$ cat config.mk
export PLATFORM = sky130hd
export DESIGN_NAME = murmur3_32_byte_stream_hash_unit
export DESIGN_NICKNAME = d
export VERILOG_FILES = /design/src/design/mm3_pkg.sv /design/src/design/murmur3_32_byte_stream_hash_unit.sv /design/src/design/mm3_front.sv /design/src/design/mm3_cmdq.sv /design/src/design/mm3_back.sv
export SDC_FILE = /design/constraint.sdc
export NUM_CORES = 2
export LEC_CHECK = 0
export BUFFER_PORTS_ARGS = -buffer_cell sky130_fd_sc_hd__buf_2
export CORE_AREA = 2 2 421 423
export DETAILED_ROUTE_END_ITERATION = 8
export DIE_AREA = 0 0 423 425
export GPL_TIMING_DRIVEN = 0
export PLACE_DENSITY_LB_ADDON = 0.3
export SYNTH_ARGS = -nofsm -noshare
export SYNTH_HDL_FRONTEND = slang
export SYNTH_SLANG_ARGS = --single-unit
$ cat constraint.sdc
create_clock -name clk -period 13.3 [get_ports clk]
set_input_delay 1.33 -clock clk [delete_from_list [all_inputs] [get_ports clk]]
set_output_delay 1.33 -clock clk [all_outputs]
set_load 0.01 [all_outputs]
$ cat src/design/mm3_pkg.sv
package mm3_pkg;

	localparam logic [31:0] MIX_C1  = 32'hcc9e2d51;
	localparam logic [31:0] MIX_C2  = 32'h1b873593;
	localparam logic [31:0] MIX_ADD = 32'he6546b64;
	localparam logic [31:0] FIN_C1  = 32'h85ebca6b;
	localparam logic [31:0] FIN_C2  = 32'hc2b2ae35;

	localparam int CMDQ_DEPTH = 4;
	localparam int CMDQ_AW    = $clog2(CMDQ_DEPTH);
	localparam int CMDQ_CW    = $clog2(CMDQ_DEPTH + 1);

	localparam int RESQ_DEPTH = 2;
	localparam int RESQ_AW    = $clog2(RESQ_DEPTH);
	localparam int RESQ_CW    = $clog2(RESQ_DEPTH + 1);

	// Work handed from the byte packer to the hash core.
	typedef enum logic [1:0] {
		CMD_MIX      = 2'd0,  // mix a full word, message goes on
		CMD_MIX_FIN  = 2'd1,  // mix a full word, then finalize without a tail
		CMD_TAIL_FIN = 2'd2,  // scramble the partial tail word, then finalize
		CMD_EMPTY    = 2'd3   // zero-length message
	} cmd_kind_t;

	typedef struct packed {
		cmd_kind_t   kind;
		logic [31:0] word;
		logic [31:0] length;
	} cmd_t;

	function automatic logic [31:0] rotl15(input logic [31:0] x);
		return {x[16:0], x[31:17]};
	endfunction

	function automatic logic [31:0] rotl13(input logic [31:0] x);
		return {x[18:0], x[31:19]};
	endfunction

endpackage

$ cat src/design/murmur3_32_byte_stream_hash_unit.sv
// MurmurHash3 x86 32-bit (seed zero) over a byte stream, one byte per beat.
// Push bytes in string order; mark the final byte with last, and one hash
// beat comes out for that message. A beat with empty_req set ignores the
// byte, drops any message in progress and yields the empty-message hash (0).
// Tail bytes are unsigned; the byte count wraps modulo 2^32. A byte packer
// takes one beat per cycle while the command queue is not full and hands
// full words and finalize requests through a four-entry command queue to
// the hash core. The core takes each full word through pickup, two multiply
// steps of the word scramble and a hash update, which keeps pace with one
// byte per cycle. A last byte leaving a partial tail goes through pickup,
// two scramble steps, two avalanche multiply steps and the result write; a
// last byte completing a word adds the hash update, and an empty request
// goes from pickup straight to the result write. A two-entry result queue
// holds hashes until they are popped, and the core holds its result while
// that queue is full. full rises only when the command queue backs up.
module murmur3_32_byte_stream_hash_unit (
	input  logic        clk,
	input  logic        arst_n,
	input  logic        push,
	output logic        full,
	input  logic [7:0]  data_byte,
	input  logic        last,
	input  logic        empty_req,
	output logic [31:0] hash_value,
	output logic        empty,
	input  logic        pop
);

	// Packer side: words and finalize requests into the queue.
	mm3_pkg::cmd_t wr_cmd;
	logic          wr_en;
	logic          q_full;

	// Core side: oldest request out of the queue.
	mm3_pkg::cmd_t rd_cmd;
	logic          rd_en;
	logic          q_empty;

	assign full = q_full;

	mm3_front u_front (
		.clk       (clk),
		.arst_n    (arst_n),
		.push      (push),
		.data_byte (data_byte),
		.last      (last),
		.empty_req (empty_req),
		.q_full    (q_full),
		.cmd_push  (wr_en),
		.cmd       (wr_cmd)
	);

	mm3_cmdq u_cmdq (
		.clk    (clk),
		.arst_n (arst_n),
		.wr_en  (wr_en),
		.wr_cmd (wr_cmd),
		.full   (q_full),
		.rd_en  (rd_en),
		.rd_cmd (rd_cmd),
		.empty  (q_empty)
	);

	mm3_back u_back (
		.clk        (clk),
		.arst_n     (arst_n),
		.cmd        (rd_cmd),
		.cmd_empty  (q_empty),
		.cmd_pop    (rd_en),
		.hash_value (hash_value),
		.empty      (empty),
		.pop        (pop)
	);

endmodule

$ cat src/design/mm3_front.sv
module mm3_front (
	input  logic              clk,
	input  logic              arst_n,
	input  logic              push,
	input  logic [7:0]        data_byte,
	input  logic              last,
	input  logic              empty_req,
	input  logic              q_full,
	output logic              cmd_push,
	output mm3_pkg::cmd_t     cmd
);

	logic [23:0] pend_q;
	logic [1:0]  pos_q;
	logic [31:0] len_q;

	logic        acc;
	logic [31:0] len_inc;
	logic [23:0] pend_new;

	assign acc      = push && !q_full;
	assign len_inc  = len_q + 32'd1;
	assign pend_new = pend_q | ({16'd0, data_byte} << {pos_q, 3'b000});

	always_comb begin
		cmd_push    = 1'b0;
		cmd.kind    = mm3_pkg::CMD_MIX;
		cmd.word    = {data_byte, pend_q};
		cmd.length  = len_inc;
		if (acc) begin
			if (empty_req) begin
				cmd_push   = 1'b1;
				cmd.kind   = mm3_pkg::CMD_EMPTY;
				cmd.length = 32'd0;
			end else if (pos_q == 2'd3) begin
				cmd_push = 1'b1;
				cmd.kind = last ? mm3_pkg::CMD_MIX_FIN : mm3_pkg::CMD_MIX;
			end else if (last) begin
				cmd_push = 1'b1;
				cmd.kind = mm3_pkg::CMD_TAIL_FIN;
				cmd.word = {8'd0, pend_new};
			end
		end
	end

	always_ff @(posedge clk or negedge arst_n) begin
		if (!arst_n) begin
			pend_q <= '0;
			pos_q  <= '0;
			len_q  <= '0;
		end else if (acc) begin
			if (empty_req || last) begin
				pend_q <= '0;
				pos_q  <= '0;
				len_q  <= '0;
			end else if (pos_q == 2'd3) begin
				pend_q <= '0;
				pos_q  <= '0;
				len_q  <= len_inc;
			end else begin
				pend_q <= pend_new;
				pos_q  <= pos_q + 2'd1;
				len_q  <= len_inc;
			end
		end
	end

endmodule

$ cat src/design/mm3_cmdq.sv
module mm3_cmdq (
	input  logic              clk,
	input  logic              arst_n,
	input  logic              wr_en,
	input  mm3_pkg::cmd_t     wr_cmd,
	output logic              full,
	input  logic              rd_en,
	output mm3_pkg::cmd_t     rd_cmd,
	output logic              empty
);

	mm3_pkg::cmd_t                 mem_q [mm3_pkg::CMDQ_DEPTH];
	logic [mm3_pkg::CMDQ_AW-1:0]   wr_ptr_q;
	logic [mm3_pkg::CMDQ_AW-1:0]   rd_ptr_q;
	logic [mm3_pkg::CMDQ_CW-1:0]   count_q;

	logic do_wr;
	logic do_rd;

	assign full   = (count_q == mm3_pkg::CMDQ_CW'(mm3_pkg::CMDQ_DEPTH));
	assign empty  = (count_q == '0);
	assign do_wr  = wr_en && !full;
	assign do_rd  = rd_en && !empty;
	assign rd_cmd = mem_q[rd_ptr_q];

	always_ff @(posedge clk) begin
		if (do_wr) begin
			mem_q[wr_ptr_q] <= wr_cmd;
		end
	end

	always_ff @(posedge clk or negedge arst_n) begin
		if (!arst_n) begin
			wr_ptr_q <= '0;
			rd_ptr_q <= '0;
			count_q  <= '0;
		end else begin
			if (do_wr) begin
				wr_ptr_q <= wr_ptr_q + mm3_pkg::CMDQ_AW'(1);
			end
			if (do_rd) begin
				rd_ptr_q <= rd_ptr_q + mm3_pkg::CMDQ_AW'(1);
			end
			if (do_wr && !do_rd) begin
				count_q <= count_q + mm3_pkg::CMDQ_CW'(1);
			end else if (do_rd && !do_wr) begin
				count_q <= count_q - mm3_pkg::CMDQ_CW'(1);
			end
		end
	end

endmodule

$ cat src/design/mm3_back.sv
module mm3_back (
	input  logic              clk,
	input  logic              arst_n,
	input  mm3_pkg::cmd_t     cmd,
	input  logic              cmd_empty,
	output logic              cmd_pop,
	output logic [31:0]       hash_value,
	output logic              empty,
	input  logic              pop
);

	typedef enum logic [6:0] {
		ST_IDLE = 7'b0000001,
		ST_SC1  = 7'b0000010,
		ST_SC2  = 7'b0000100,
		ST_HMIX = 7'b0001000,
		ST_FX   = 7'b0010000,
		ST_FM   = 7'b0100000,
		ST_OUT  = 7'b1000000
	} state_t;

	state_t               state_q;
	mm3_pkg::cmd_kind_t   kind_q;
	logic [31:0]          k_q;
	logic [31:0]          h_q;
	logic [31:0]          len_q;

	logic [31:0]                 res_mem_q [mm3_pkg::RESQ_DEPTH];
	logic [mm3_pkg::RESQ_AW-1:0] res_wr_q;
	logic [mm3_pkg::RESQ_AW-1:0] res_rd_q;
	logic [mm3_pkg::RESQ_CW-1:0] res_cnt_q;

	logic        res_full;
	logic        res_wr;
	logic        res_rd;
	logic [31:0] rot_h;
	logic [31:0] fin_t;
	logic [31:0] fin_x;
	logic [31:0] res_val;

	assign res_full   = (res_cnt_q == mm3_pkg::RESQ_CW'(mm3_pkg::RESQ_DEPTH));
	assign empty      = (res_cnt_q == '0);
	assign hash_value = res_mem_q[res_rd_q];
	assign res_wr     = (state_q == ST_OUT) && !res_full;
	assign res_rd     = pop && !empty;
	assign cmd_pop    = (state_q == ST_IDLE) && !cmd_empty;

	assign rot_h   = mm3_pkg::rotl13(h_q ^ k_q);
	assign fin_t   = h_q ^ k_q ^ len_q;
	assign fin_x   = fin_t ^ (fin_t >> 16);
	assign res_val = k_q ^ (k_q >> 16);

	always_ff @(posedge clk or negedge arst_n) begin
		if (!arst_n) begin
			state_q <= ST_IDLE;
			kind_q  <= mm3_pkg::CMD_MIX;
			k_q     <= '0;
			h_q     <= '0;
			len_q   <= '0;
		end else begin
			case (state_q)
				ST_IDLE: begin
					if (!cmd_empty) begin
						kind_q <= cmd.kind;
						len_q  <= cmd.length;
						if (cmd.kind == mm3_pkg::CMD_EMPTY) begin
							k_q     <= '0;
							h_q     <= '0;
							state_q <= ST_OUT;
						end else begin
							k_q     <= cmd.word;
							state_q <= ST_SC1;
						end
					end
				end
				ST_SC1: begin
					k_q     <= k_q * mm3_pkg::MIX_C1;
					state_q <= ST_SC2;
				end
				ST_SC2: begin
					k_q     <= mm3_pkg::rotl15(k_q) * mm3_pkg::MIX_C2;
					state_q <= (kind_q == mm3_pkg::CMD_TAIL_FIN) ? ST_FX : ST_HMIX;
				end
				ST_HMIX: begin
					h_q <= (rot_h << 2) + rot_h + mm3_pkg::MIX_ADD;
					k_q <= '0;
					state_q <= (kind_q == mm3_pkg::CMD_MIX_FIN) ? ST_FX : ST_IDLE;
				end
				ST_FX: begin
					k_q     <= fin_x * mm3_pkg::FIN_C1;
					h_q     <= '0;
					state_q <= ST_FM;
				end
				ST_FM: begin
					k_q     <= (k_q ^ (k_q >> 13)) * mm3_pkg::FIN_C2;
					state_q <= ST_OUT;
				end
				ST_OUT: begin
					if (!res_full) begin
						state_q <= ST_IDLE;
					end
				end
				default: begin
					state_q <= ST_IDLE;
				end
			endcase
		end
	end

	always_ff @(posedge clk) begin
		if (res_wr) begin
			res_mem_q[res_wr_q] <= res_val;
		end
	end

	always_ff @(posedge clk or negedge arst_n) begin
		if (!arst_n) begin
			res_wr_q  <= '0;
			res_rd_q  <= '0;
			res_cnt_q <= '0;
		end else begin
			if (res_wr) begin
				res_wr_q <= res_wr_q + mm3_pkg::RESQ_AW'(1);
			end
			if (res_rd) begin
				res_rd_q <= res_rd_q + mm3_pkg::RESQ_AW'(1);
			end
			if (res_wr && !res_rd) begin
				res_cnt_q <= res_cnt_q + mm3_pkg::RESQ_CW'(1);
			end else if (res_rd && !res_wr) begin
				res_cnt_q <= res_cnt_q - mm3_pkg::RESQ_CW'(1);
			end
		end
	end

endmodule

==> flow_metrics.py <==
metrics = {
    "clocking": {
        "cts.sinks": 502,
        "cts_hold_buf": 0,
        "htreeDepth": 2,
        "clkTransAtPathRegs_ps": 70,
        "cts_buffer_depth": 3,
        "tritoncts": "built",
        "cts-root-buf": "clkbuf_16",
        "post_cts_buffers": 0,
        "clk_latency_ps": 670,
        "cts_buffers": 52,
        "cts-resized-gates": 0,
    },
    "synthesis": {
        "ys_seq_area_frac": 0.254,
        "synthMostInstantiatedCell": "inv_1",
        "synth_fp_nets": 6542,
        "synth_top_area_frac": 0.263,
        "synth_cell_type_count": 87,
        "postSynthAreaPerCell_um2": 11.2,
        "synth_warnings": 0,
        "ys_ff_latch": 502,
        "synth_common_cells": "1249 x inv_1, 786 x ha_1, 733 x fa_1",
        "syn_inst": 5009,
        "ys.flop_type": "edfxtp_1",
        "synth_area_leaders": "fa_1 26%, edfxtp_1 18%, ha_1 18%",
        "synth_edf_count": 328,
        "yosysTopAreaCell": "fa_1",
        "synthArstFlopShare": 0.347,
        "netlist_area_um2": 55900,
    },
    "grt": {
        "antenna_found_initial": 10,
        "grt_pass1_wl_um": 260000,
        "grt_max_degree": 113,
        "grt_pass1_vias": 39100,
        "overflow": 0,
        "grt_usage": 0.196,
    },
    "routing": {
        "post-route-drc-count": 0,
        "drt-total-wl_um": 174000,
        "wl_per_cell_um": 23.2,
        "num_vias": 36700,
        "drt_iter0_markers": 2678,
        "drtPass1Iterations": 5,
        "vias_per_cell": 4.89,
        "final_antenna_net_count": 0,
    },
    "timing": {
        "maxSlewHeadroom": -0.0608,
        "finalHoldViolations": 0,
        "tns_ps": 0,
        "fin_crit_sh": 0.842,
        "worst_pin_slew_ps": 1590,
        "maxSlewViolCount": 5,
        "max_freq_mhz": 89.3,
        "setup_viol": 0,
        "fin_crit_ps": 11200,
        "clock_skew_ps": 59.5,
        "rsz0062_at_grt": "false",
    },
    "final_layout": {
        "num-nets-final": 6654,
        "design_area_um2": 61200,
        "synthToLayoutAreaGrowth_pct": 9.53,
        "final_core_util": 0.349,
        "diodes": 0,
        "seq_area_um2": 14200,
        "fillCellCount": 17700,
        "multi_input_area_um2": 36600,
        "final_cells": 7504,
        "drive_gt1_frac": 0.0641,
    },
    "outcome": {
        "status": "finished with violations",
        "violations": "max-capacitance violations, max-slew violations",
    },
    "placed_design": {
        "port-buffer-count": 47,
        "place_inst": 7407,
        "place_congestion": 0.947,
        "hpwl_um": 145000,
        "dpl-instance-area_um2": 59400,
    },
    "setup_path": {
        "cp-startpoint": "u_back.k_q[22]$_DFFE_PN0P_",
        "cp_slowest_cell": "dfrtp_1",
        "worst_path_most_repeated_cell": "fa_1",
        "worstPathRequired_ps": 13810,
        "crit_type": "flip-flop to flip-flop",
        "worstReg2RegStart": "u_back.k_q[22]$_DFFE_PN0P_",
        "crit_buf_inv": 5,
        "crit_path_max_fanout": 14,
        "end_kind": "flip-flop",
        "r2r_setup_slack_ps": 2100,
        "worstPathArrival_ps": 11710,
        "critPathTopFamily": "adder cells",
        "cp_slowest_stage_delay_ps": 1150,
        "startpoint_type": "flip-flop",
    },
    "floorplanning": {
        "die-area_um2": 180000,
        "fp.dieH_um": 425,
        "ioPinCount": 48,
        "core_area_um2": 175000,
        "rows": 154,
        "initial_core_util": 0.319,
        "die_width_um": 423,
    },
    "min_path": {
        "hold_path.class": "flip-flop to flip-flop",
        "hp-start": "u_front.pend_q[2]$_DFFE_PN0P_",
    },
    "flow_run": {
        "cap_violations": 1,
    },
}
==> logic make-up (layout without fill, tap and decap cells) <==
group                    Yosys count  after routing  share of synthesized area
AO/OA/AOI/OAI                    606            606                     0.0704
XOR/XNOR                         387            387                     0.0615
adder cells (fa/ha/maj)         1519           1519                      0.438
buffers and inverters           1347           1502                     0.0911
flip-flops                       502            502                      0.254
multiplexers                     135            135                     0.0404
AND/OR/NAND/NOR                  513            513                     0.0439
==> cell usage in the layout (no fill, tap or decap), types with 7 or more instances in the layout <==
cell and count:
ha_1 786, mux4_2 66, o22ai_1 9, a211oi_1 17, fa_1 733, o221ai_1 12, a22o_1 8, o21bai_1 12
nand2b_1 29, clkbuf_16 52, and4_1 7, clkinv_2 10, mux2_2 67, a21boi_0 7, o21ai_0 147, inv_1 1249
nor2b_1 19, xor2_1 144, a22oi_1 13, o31ai_1 28, o21a_1 18, clkbuf_8 7, clkbuf_1 82, nand4_1 11
buf_2 53, dfrtp_1 168, a31oi_1 19, buf_1 9, nand3_1 32, a221oi_1 18, and3_1 22, nor3_1 27
edfxtp_1 328, nand2_1 139, nor2_1 159, and2_1 15, xnor2_1 236, a21oi_1 160, or3_1 13, a21o_1 63
==> layout make-up <==
class | instances | share of cell area
Tap cell | 2340 | 0.0478
Inverter | 1250 | 0.0766
Sequential cell | 502 | 0.232
Clock inverter | 33 | 0.00713
Buffer | 97 | 0.00658
Timing Repair Buffer | 58 | 0.00805
Clock buffer | 64 | 0.0231
Multi-Input combinational cell | 3160 | 0.599
==> registers in the layout (all words and copies together) (netlist names), 7 cells and up <==
| signal | flops |
|---|---|
| u_back.h_q | 32 |
| u_back.k_q | 32 |
| u_back.len_q | 32 |
| u_back.res_mem_q | 64 |
| u_back.state_q | 7 |
| u_cmdq.mem_q | 264 |
| u_front.len_q | 32 |
| u_front.pend_q | 24 |
==> through the flow <==
stage          hold WS, ps  setup WS (ps)
3_5_place_dp           488           2260
6_report               496           2100
2_1_floorplan          453           4940
5_1_grt                514           1800
4_1_cts                502           2130
3_3_place_gp           475           2000
==> path summary, 6_finish.rpt <==
check | to | depth (start not counted)
worst max-delay path | u_back.k_q[31]$_DFFE_PN0P_ | 29
max in group asynchronous | u_back.k_q[19]$_DFFE_PN0P_ | 2
worst max register to register | u_back.k_q[31]$_DFFE_PN0P_ | 29
worst min-delay path | u_front.pend_q[2]$_DFFE_PN0P_ | 2
worst min register to register | u_front.pend_q[2]$_DFFE_PN0P_ | 2
min in group asynchronous | u_front.pend_q[16]$_DFFE_PN0P_ | 1
==> worst register-to-register path, delay by kind of cell, from the launching register on <==
kind                     cells  cell delay, ps
buffers and inverters        5            1440
AO/OA/AOI/OAI                6            1420
flip-flops                   1            1150
XOR/XNOR                     5            2090
multiplexers                 1             390
adder cells (fa/ha/maj)      9            3950
AND/OR/NAND/NOR              3             580
==> per-layer routing <==
metal,up-vias,wire [um],share of wire,GRT usage
li1,16500,-,-,-
met1,18900,74600,0.43,0.261
met2,1034,83300,0.48,0.329
met3,266,9790,0.056,0.0253
met4,0,6330,0.036,0.0616
met5,-,0,0,0
Power is not shown: default switching activity piles up to over one toggle a cycle in this logic, so the estimate is an artifact.
